==> src/hw/rtl/whi_pkg.sv <==
// Package for the word hash index core: widths, reset values, register codes,
// back-end state type and the per-byte mixing function.
// No dependencies.
package whi_pkg;

	localparam int HASH_W  = 32;
	localparam int INDEX_W = 31;
	localparam int BYTE_W  = 8;
	localparam int CNT_W   = $clog2(INDEX_W);

	localparam logic [HASH_W-1:0]  SEED_RESET       = 32'd1159241;
	localparam logic [INDEX_W-1:0] TABLE_SIZE_RESET = 31'd1;

	// configuration register indexes
	localparam logic REG_SEED       = 1'b0;
	localparam logic REG_TABLE_SIZE = 1'b1;

	typedef logic [HASH_W-1:0]  hash_t;
	typedef logic [INDEX_W-1:0] index_t;

	typedef enum logic [1:0] {
		BK_IDLE,
		BK_DIV,
		BK_HOLD
	} bk_state_t;

	// h ^ ((h << 5) + sext(b) + (h >> 2)), mod 2^32
	function automatic hash_t mix_byte(hash_t h, logic [BYTE_W-1:0] b);
		hash_t b_ext;
		hash_t sum;
		b_ext = {{(HASH_W-BYTE_W){b[BYTE_W-1]}}, b};
		sum   = (h << 5) + b_ext + (h >> 2);
		return h ^ sum;
	endfunction

endpackage

==> src/hw/rtl/word_bitwise_hash_index_core.sv <==
// Byte-serial string hash with bucket index. Bytes are hashed one per cycle
// as they arrive while full is low; full rises only while the two-entry queue
// in front of the divider holds two finished words. A word's last byte queues
// its masked hash; the back end pops it to load the divider, the bit-serial
// remainder unit works through it, and the result is registered as its bucket
// index when the output is free. The divider takes no new word before that.
// Uses whi_pkg, whi_front, whi_fifo and whi_back.
module word_bitwise_hash_index_core #(
	parameter int QUEUE_DEPTH = 2
) (
	input  logic                         clk,
	input  logic                         arst_n,
	input  logic                         push,
	output logic                         full,
	input  logic [whi_pkg::BYTE_W-1:0]   word_byte,
	input  logic                         last_byte,
	output logic                         empty,
	input  logic                         pop,
	output whi_pkg::index_t              bucket_index,
	input  logic                         cfg_we,
	input  logic                         cfg_index,
	input  logic [whi_pkg::HASH_W-1:0]   cfg_wdata
);
	import whi_pkg::*;

	hash_t  seed_q;
	index_t table_size_q;
	logic   q_full;
	logic   q_empty;
	logic   q_push;
	logic   q_pop;
	index_t q_wdata;
	index_t q_rdata;

	always_ff @(posedge clk or negedge arst_n) begin
		if (!arst_n) begin
			seed_q       <= SEED_RESET;
			table_size_q <= TABLE_SIZE_RESET;
		end else if (cfg_we) begin
			case (cfg_index)
				REG_SEED:       seed_q       <= cfg_wdata;
				REG_TABLE_SIZE: table_size_q <= cfg_wdata[INDEX_W-1:0];
				default:        seed_q       <= seed_q;
			endcase
		end
	end

	whi_front u_front (
		.clk       (clk),
		.arst_n    (arst_n),
		.push      (push),
		.word_byte (word_byte),
		.last_byte (last_byte),
		.seed      (seed_q),
		.q_full    (q_full),
		.full      (full),
		.q_push    (q_push),
		.q_data    (q_wdata)
	);

	whi_fifo #(
		.DEPTH (QUEUE_DEPTH),
		.WIDTH (INDEX_W)
	) u_fifo (
		.clk     (clk),
		.arst_n  (arst_n),
		.wr_en   (q_push),
		.wr_data (q_wdata),
		.rd_en   (q_pop),
		.rd_data (q_rdata),
		.full    (q_full),
		.empty   (q_empty)
	);

	whi_back u_back (
		.clk          (clk),
		.arst_n       (arst_n),
		.q_empty      (q_empty),
		.q_data       (q_rdata),
		.table_size   (table_size_q),
		.pop          (pop),
		.q_pop        (q_pop),
		.empty        (empty),
		.bucket_index (bucket_index)
	);

endmodule

==> src/hw/rtl/whi_fifo.sv <==
// Small register queue between the hashing front end and the divider.
// Depends on nothing but its parameters.
module whi_fifo #(
	parameter int DEPTH = 2,
	parameter int WIDTH = 31
) (
	input  logic             clk,
	input  logic             arst_n,
	input  logic             wr_en,
	input  logic [WIDTH-1:0] wr_data,
	input  logic             rd_en,
	output logic [WIDTH-1:0] rd_data,
	output logic             full,
	output logic             empty
);
	localparam int IDX_W = (DEPTH > 1) ? $clog2(DEPTH) : 1;
	localparam int CNT_W = $clog2(DEPTH + 1);
	localparam logic [IDX_W-1:0] LAST_IDX = IDX_W'(DEPTH - 1);
	localparam logic [CNT_W-1:0] FULL_CNT = CNT_W'(DEPTH);

	logic [WIDTH-1:0] mem_q [DEPTH];
	logic [IDX_W-1:0] wr_idx_q;
	logic [IDX_W-1:0] rd_idx_q;
	logic [CNT_W-1:0] count_q;
	logic             do_wr;
	logic             do_rd;

	assign full    = (count_q == FULL_CNT);
	assign empty   = (count_q == '0);
	assign do_wr   = wr_en && !full;
	assign do_rd   = rd_en && !empty;
	assign rd_data = mem_q[rd_idx_q];

	always_ff @(posedge clk) begin
		if (do_wr) begin
			mem_q[wr_idx_q] <= wr_data;
		end
	end

	always_ff @(posedge clk or negedge arst_n) begin
		if (!arst_n) begin
			wr_idx_q <= '0;
			rd_idx_q <= '0;
			count_q  <= '0;
		end else begin
			if (do_wr) begin
				wr_idx_q <= (wr_idx_q == LAST_IDX) ? '0 : wr_idx_q + 1'b1;
			end
			if (do_rd) begin
				rd_idx_q <= (rd_idx_q == LAST_IDX) ? '0 : rd_idx_q + 1'b1;
			end
			if (do_wr && !do_rd) begin
				count_q <= count_q + 1'b1;
			end else if (do_rd && !do_wr) begin
				count_q <= count_q - 1'b1;
			end
		end
	end

endmodule

==> src/hw/rtl/whi_front.sv <==
// Front end: takes one byte per cycle while full is low, folds it into the
// running hash and queues the masked hash on a word's last byte. Uses whi_pkg.
module whi_front (
	input  logic                         clk,
	input  logic                         arst_n,
	input  logic                         push,
	input  logic [whi_pkg::BYTE_W-1:0]   word_byte,
	input  logic                         last_byte,
	input  whi_pkg::hash_t               seed,
	input  logic                         q_full,
	output logic                         full,
	output logic                         q_push,
	output whi_pkg::index_t              q_data
);
	import whi_pkg::*;

	hash_t accum_q;
	logic  started_q;
	hash_t h_in;
	hash_t h_new;
	logic  accept;

	// stall every byte while the queue is full, so a last byte is never dropped
	assign full   = q_full;
	assign accept = push && !q_full;
	assign h_in   = started_q ? accum_q : seed;
	assign h_new  = mix_byte(h_in, word_byte);
	assign q_push = accept && last_byte;
	assign q_data = h_new[INDEX_W-1:0];

	always_ff @(posedge clk or negedge arst_n) begin
		if (!arst_n) begin
			started_q <= 1'b0;
			accum_q   <= SEED_RESET;
		end else if (accept) begin
			started_q <= !last_byte;
			accum_q   <= h_new;
		end
	end

endmodule

==> src/hw/rtl/whi_back.sv <==
// Back end: restoring divider, one quotient bit per cycle, leaving the
// remainder (the masked hash for a zero divisor) in an output register. Uses whi_pkg.
module whi_back (
	input  logic             clk,
	input  logic             arst_n,
	input  logic             q_empty,
	input  whi_pkg::index_t  q_data,
	input  whi_pkg::index_t  table_size,
	input  logic             pop,
	output logic             q_pop,
	output logic             empty,
	output whi_pkg::index_t  bucket_index
);
	import whi_pkg::*;

	localparam logic [CNT_W-1:0] TOP_BIT = CNT_W'(INDEX_W - 1);

	bk_state_t         state_q;
	bk_state_t         state_d;
	logic              load_out;
	index_t            dividend_q;
	index_t            rem_q;
	logic [CNT_W-1:0]  cnt_q;
	logic              out_valid_q;
	index_t            out_q;
	logic [INDEX_W:0]  trial;
	logic [INDEX_W:0]  diff;

	assign trial        = {rem_q, dividend_q[cnt_q]};
	assign diff         = trial - {1'b0, table_size};
	assign empty        = !out_valid_q;
	assign bucket_index = out_q;

	always_comb begin
		state_d  = state_q;
		q_pop    = 1'b0;
		load_out = 1'b0;
		case (state_q)
			BK_IDLE: begin
				if (!q_empty) begin
					q_pop   = 1'b1;
					state_d = BK_DIV;
				end
			end
			BK_DIV: begin
				if (cnt_q == '0) begin
					state_d = BK_HOLD;
				end
			end
			BK_HOLD: begin
				if (!out_valid_q || pop) begin
					load_out = 1'b1;
					state_d  = BK_IDLE;
				end
			end
			default: begin
				state_d = BK_IDLE;
			end
		endcase
	end

	always_ff @(posedge clk or negedge arst_n) begin
		if (!arst_n) begin
			state_q <= BK_IDLE;
		end else begin
			state_q <= state_d;
		end
	end

	always_ff @(posedge clk or negedge arst_n) begin
		if (!arst_n) begin
			cnt_q <= '0;
		end else if (q_pop) begin
			cnt_q <= TOP_BIT;
		end else if (state_q == BK_DIV) begin
			cnt_q <= cnt_q - 1'b1;
		end
	end

	always_ff @(posedge clk) begin
		if (q_pop) begin
			dividend_q <= q_data;
			rem_q      <= '0;
		end else if (state_q == BK_DIV) begin
			rem_q <= (trial >= {1'b0, table_size}) ? diff[INDEX_W-1:0] : trial[INDEX_W-1:0];
		end
		// a zero divisor passes the masked hash through
		if (load_out) begin
			out_q <= (table_size == '0) ? dividend_q : rem_q;
		end
	end

	always_ff @(posedge clk or negedge arst_n) begin
		if (!arst_n) begin
			out_valid_q <= 1'b0;
		end else if (load_out) begin
			out_valid_q <= 1'b1;
		end else if (pop) begin
			out_valid_q <= 1'b0;
		end
	end

endmodule

==> config.mk <==
export PLATFORM = sky130hd
export DESIGN_NAME = word_bitwise_hash_index_core
export DESIGN_NICKNAME = d
export VERILOG_FILES = /design/src/hw/rtl/whi_pkg.sv /design/src/hw/rtl/word_bitwise_hash_index_core.sv /design/src/hw/rtl/whi_fifo.sv /design/src/hw/rtl/whi_front.sv /design/src/hw/rtl/whi_back.sv
export SDC_FILE = /design/constraint.sdc
export NUM_CORES = 1
export LEC_CHECK = 0
export BUFFER_PORTS_ARGS = -buffer_cell sky130_fd_sc_hd__buf_4
export CAP_MARGIN = 20
export CORE_UTILIZATION = 55
export CTS_BUF_LIST = sky130_fd_sc_hd__clkbuf_4
export CTS_CLUSTER_DIAMETER = 120
export CTS_CLUSTER_SIZE = 20
export DETAILED_ROUTE_END_ITERATION = 16
export PLACE_DENSITY = 0.84
export SETUP_SLACK_MARGIN = 0.3
export SKIP_LAST_GASP = 1
export SLEW_MARGIN = 20
export SYNTH_ARGS = -nofsm -noshare
export SYNTH_HDL_FRONTEND = slang
export SYNTH_SLANG_ARGS = --single-unit
==> constraint.sdc <==
create_clock -name clk -period 11.9 [get_ports clk]
set_clock_uncertainty 0.15 [all_clocks]
set_input_delay 2.38 -clock clk [delete_from_list [all_inputs] [get_ports clk]]
set_output_delay 2.38 -clock clk [all_outputs]
set_load 0.02 [all_outputs]
==> summary.log <==
[status] status completed
[floorplan] Top-Level Pins 80
[floorplan] total die area 27300 um^2
[timing] slew at the pin closest to its max-slew limit 1.01 ns
[global_routing] number of global-route vias before repair 9321
[layout] relative area change from synthesis to final layout 8.15%
[timing] Period Utilization, post-route 47.3%
[timing] Achievable Freq 178 MHz
[synth] most instantiated library cell after synthesis mux2_2
[clocking] number of buffers created by CTS 17
[floorplan] number of placement rows 59
[synth] Post-Synth Simple-Gate Area 6.93%
[floorplan] starting density of the core 56.2%
[clocking] H-tree depth 1
[setup_path] kind of cell adding the most delay to the critical path compound AO/OA/AOI/OAI gates
[clocking] number of post-CTS setup repair buffers 0
[timing] setup repair after global routing missed its margin no
[setup_path] slack of the worst reg-to-reg path 6.42 ns
[timing] relative max-transition margin 32.6%
[synth] cell type contributing the most total cell area after synthesis edfxtp_1
[global_routing] total congestion overflow 0
[clocking] CTS clock-pin slew for the worst setup and hold paths 0.21 ns
[run] number of violations of the max-capacitance limit 0
[synth] syn_area_per_cell 12.4 um^2
[global_routing] pin count of the biggest net entering global routing 71
[routing] detailed-route wire length 32100 um
[placement] Placed Instances 1566
[floorplan] area of the core 26100 um^2
[hold_path] start point of the worst hold path u_front.accum_q[15]
[clocking] Clock Tree Root clkbuf_4
[routing] detailed-route vias per instance 5.92
[floorplan] die height 165 um
[timing] final critical delay including setup and external delays 5.63 ns
[setup_path] critical path launch point type primary input
[timing] post-route setup TNS 0 ns
[global_routing] Tot GR Track Use 24.4%
[layout] layout cell share with drive strength beyond 1 27.0%
[synth] cell types with the highest counts after synthesis mux2_2, edfxtp_1, dfrtp_1, nand2_1, ha_1
[clocking] CTS tree done
[clocking] clock latency reported for the late side of the worst-skew pair 0.67 ns
[synth] prevailing post-synth register cell edfxtp_1
[hold_path] class of the worst hold path reg -> reg
[floorplan] die width 165 um
[placement] buffers added on ports 79
[timing] count of pins over their slew limit 0
[layout] nets 1394
[clocking] post-cts repair resize count 0
[setup_path] worst setup path category in -> reg
[routing] number of remaining DRC errors 0
[timing] number of setup violations in the final report 0
[synth] cell area after technology mapping 14600 um^2
[clocking] largest buffer count on any clock path 3
[setup_path] CP Data Required Time 12.34 ns
[routing] TritonRoute pass-1 iters 5
[timing] PnR worst setup slack 6.27 ns
[setup_path] maximum cell stage delay along the critical path 0.49 ns
[setup_path] kind of end point of the critical path register
[routing] routed vias 9450
[hold_path] hold endpoint u_front.accum_q[15]
[setup_path] CP max stage cell fa_1
[synth] most area-consuming cells after synthesis edfxtp_1, dfrtp_1, mux2_2
[clocking] number of clock sinks seen by CTS 263
[layout] non-filler cells in the finished layout 1597
[routing] antenna-violating nets left 0
[synth] post-synthesis instance total 1184
[routing] starting DRC count in detailed routing 640
[synth] share of the synthesized area in the top cell type 25.4%
[synth] number of unique standard cell types used by synthesis 61
[synth] fraction of registers with async set or reset after synthesis 41.1%
[setup_path] Worst R2R End u_back.rem_q[24]
[placement] gpl congestion 0.944
[synth] Synth Area in Compound Gates 9.80%
[layout] Seq. cell area 7070 um^2
[layout] fill cell total of the finished layout 2010
[timing] final-report hold violation count 0
[layout] area occupied by multi-input gates 7200 um^2
[synth] register bit total from synthesis 263
[synth] main combinational cell family by area after synthesis multiplexers
[setup_path] cell breakdown of the critical path buf_4 > fa_1 > ha_1 > nand2_1 > o31ai_1 > a211oi_1 > nor4_1 > nor3_1 > o31ai_2 > a21o_1 > a21oi_1 > xnor3_1 > mux2_2
[global_routing] antenna violations before repair 1
[placement] Worst Setup Slack post-DPL 5.52 ns
[routing] average wire per standard cell 20.1 um
[synth] share of the yosys chip area belonging to registers 48.3%
[synth] XOR/XNOR share of the synthesized area 6.38%
[setup_path] Worst R2R Start u_back.cnt_q[0]
[synth] multiplexer share of the synthesized area 16.2%
[hold_path] depth of the worst hold-timing path 2
[clocking] number of buffers inserted for hold repair after clock tree synthesis 0
[synth] number of nets produced by synthesis 1328
[synth] Syn. warnings 0
[setup_path] combined buffer and inverter count along the critical path 1
[setup_path] Crit path arrival time 6.07 ns
[synth] Post-synth EDFFs 124
[setup_path] path depth of the worst reg2reg path 16
[placement] dpl hpwl 24100 um
[setup_path] Worst Path Max Fanout 25
[global_routing] first-pass GRT wire length 50800 um
[synth] synthesized-area fraction occupied by adder cells 9.68%
## sequential cells by signal (all words and copies together) (netlist names), 2 cells and up
name / cells
seed_q: 32
table_size_q: 31
u_back.bucket_index: 31
u_back.cnt_q: 5
u_back.dividend_q: 31
u_back.rem_q: 31
u_back.state_q: 2
u_fifo.count_q: 2
u_fifo.mem_q: 62
u_front.accum_q: 32
## through the flow
step	hold WS [ns]	area [um^2]	util (%)
4_1_cts	0.338	15800	60.7
2_1_floorplan	0.287	14600	-
5_1_grt	0.355	15800	60.8
3_3_place_gp	0.295	15600	59.8
6_report	0.338	15800	60.8
3_5_place_dp	0.310	15600	59.8
## metal layers
layer,vias to the layer above,share of wire [%],track usage (%)
li1,4469,-,-
met1,4641,45,34.4
met2,284,48,39.7
met3,56,5.1,2.57
met4,0,2.4,7.51
met5,-,0,0
## kinds of logic (layout without fill, tap and decap cells)
family,after synthesis,count (layout)
other,0,1
AND/OR/NAND/NOR,212,212
XOR/XNOR,76,76
adder cells (fa/ha/maj),97,97
multiplexers,204,204
AO/OA/AOI/OAI,230,230
buffers and inverters,102,179
flip-flops,263,263
## tightest hold or removal path, cell delays in order, from the launching register on
cell and delay, ns:
dfstp_2 0.42, nand2_1 0.05, nand2_1 0.05
## placed cells by master (no fill, tap or decap), types with 28 or more instances in the layout
cell type,Yosys,layout
o21ai_0,67,67
dfxtp_1,31,31
buf_4,1,93
clkbuf_4,0,28
a21o_1,51,51
a21oi_1,56,56
edfxtp_1,124,124
nand2_1,75,75
ha_1,70,70
nand3_1,29,29
mux2_2,179,179
dfrtp_1,91,91
nor2_1,41,39
inv_1,56,56
xnor2_1,31,31
## area by class of cell
| cell class | instances | share of cell area (%) |
|---|---|---|
| well taps | 335 | 2.65 |
| clock inverters | 2 | 0.150 |
| flip-flops and latches | 263 | 44.6 |
| multi-input cells | 819 | 45.5 |
| diodes | 1 | 0.0158 |
| repair buffers | 93 | 4.41 |
| inverters | 56 | 1.33 |
| clock buffers | 28 | 1.33 |
## how the worst max path moves through the flow
stage / startpoint / endpoint / slack (ns) / cells past startpoint
final: word_byte[7] / u_front.accum_q[29] / 6.27 / 13
after CTS: word_byte[7] / u_front.accum_q[29] / 6.28 / 13
after floorplan: word_byte[6] / u_front.accum_q[29] / 6.45 / 12
after detailed placement: word_byte[7] / u_front.accum_q[29] / 5.52 / 13
after global routing: word_byte[7] / u_front.accum_q[25] / 5.99 / 13
after global placement: word_byte[7] / u_front.accum_q[29] / 5.65 / 13
Power is left out: the tool's default activity adds up to more than one toggle a clock period on the data nets, which glitch-free logic cannot reach.
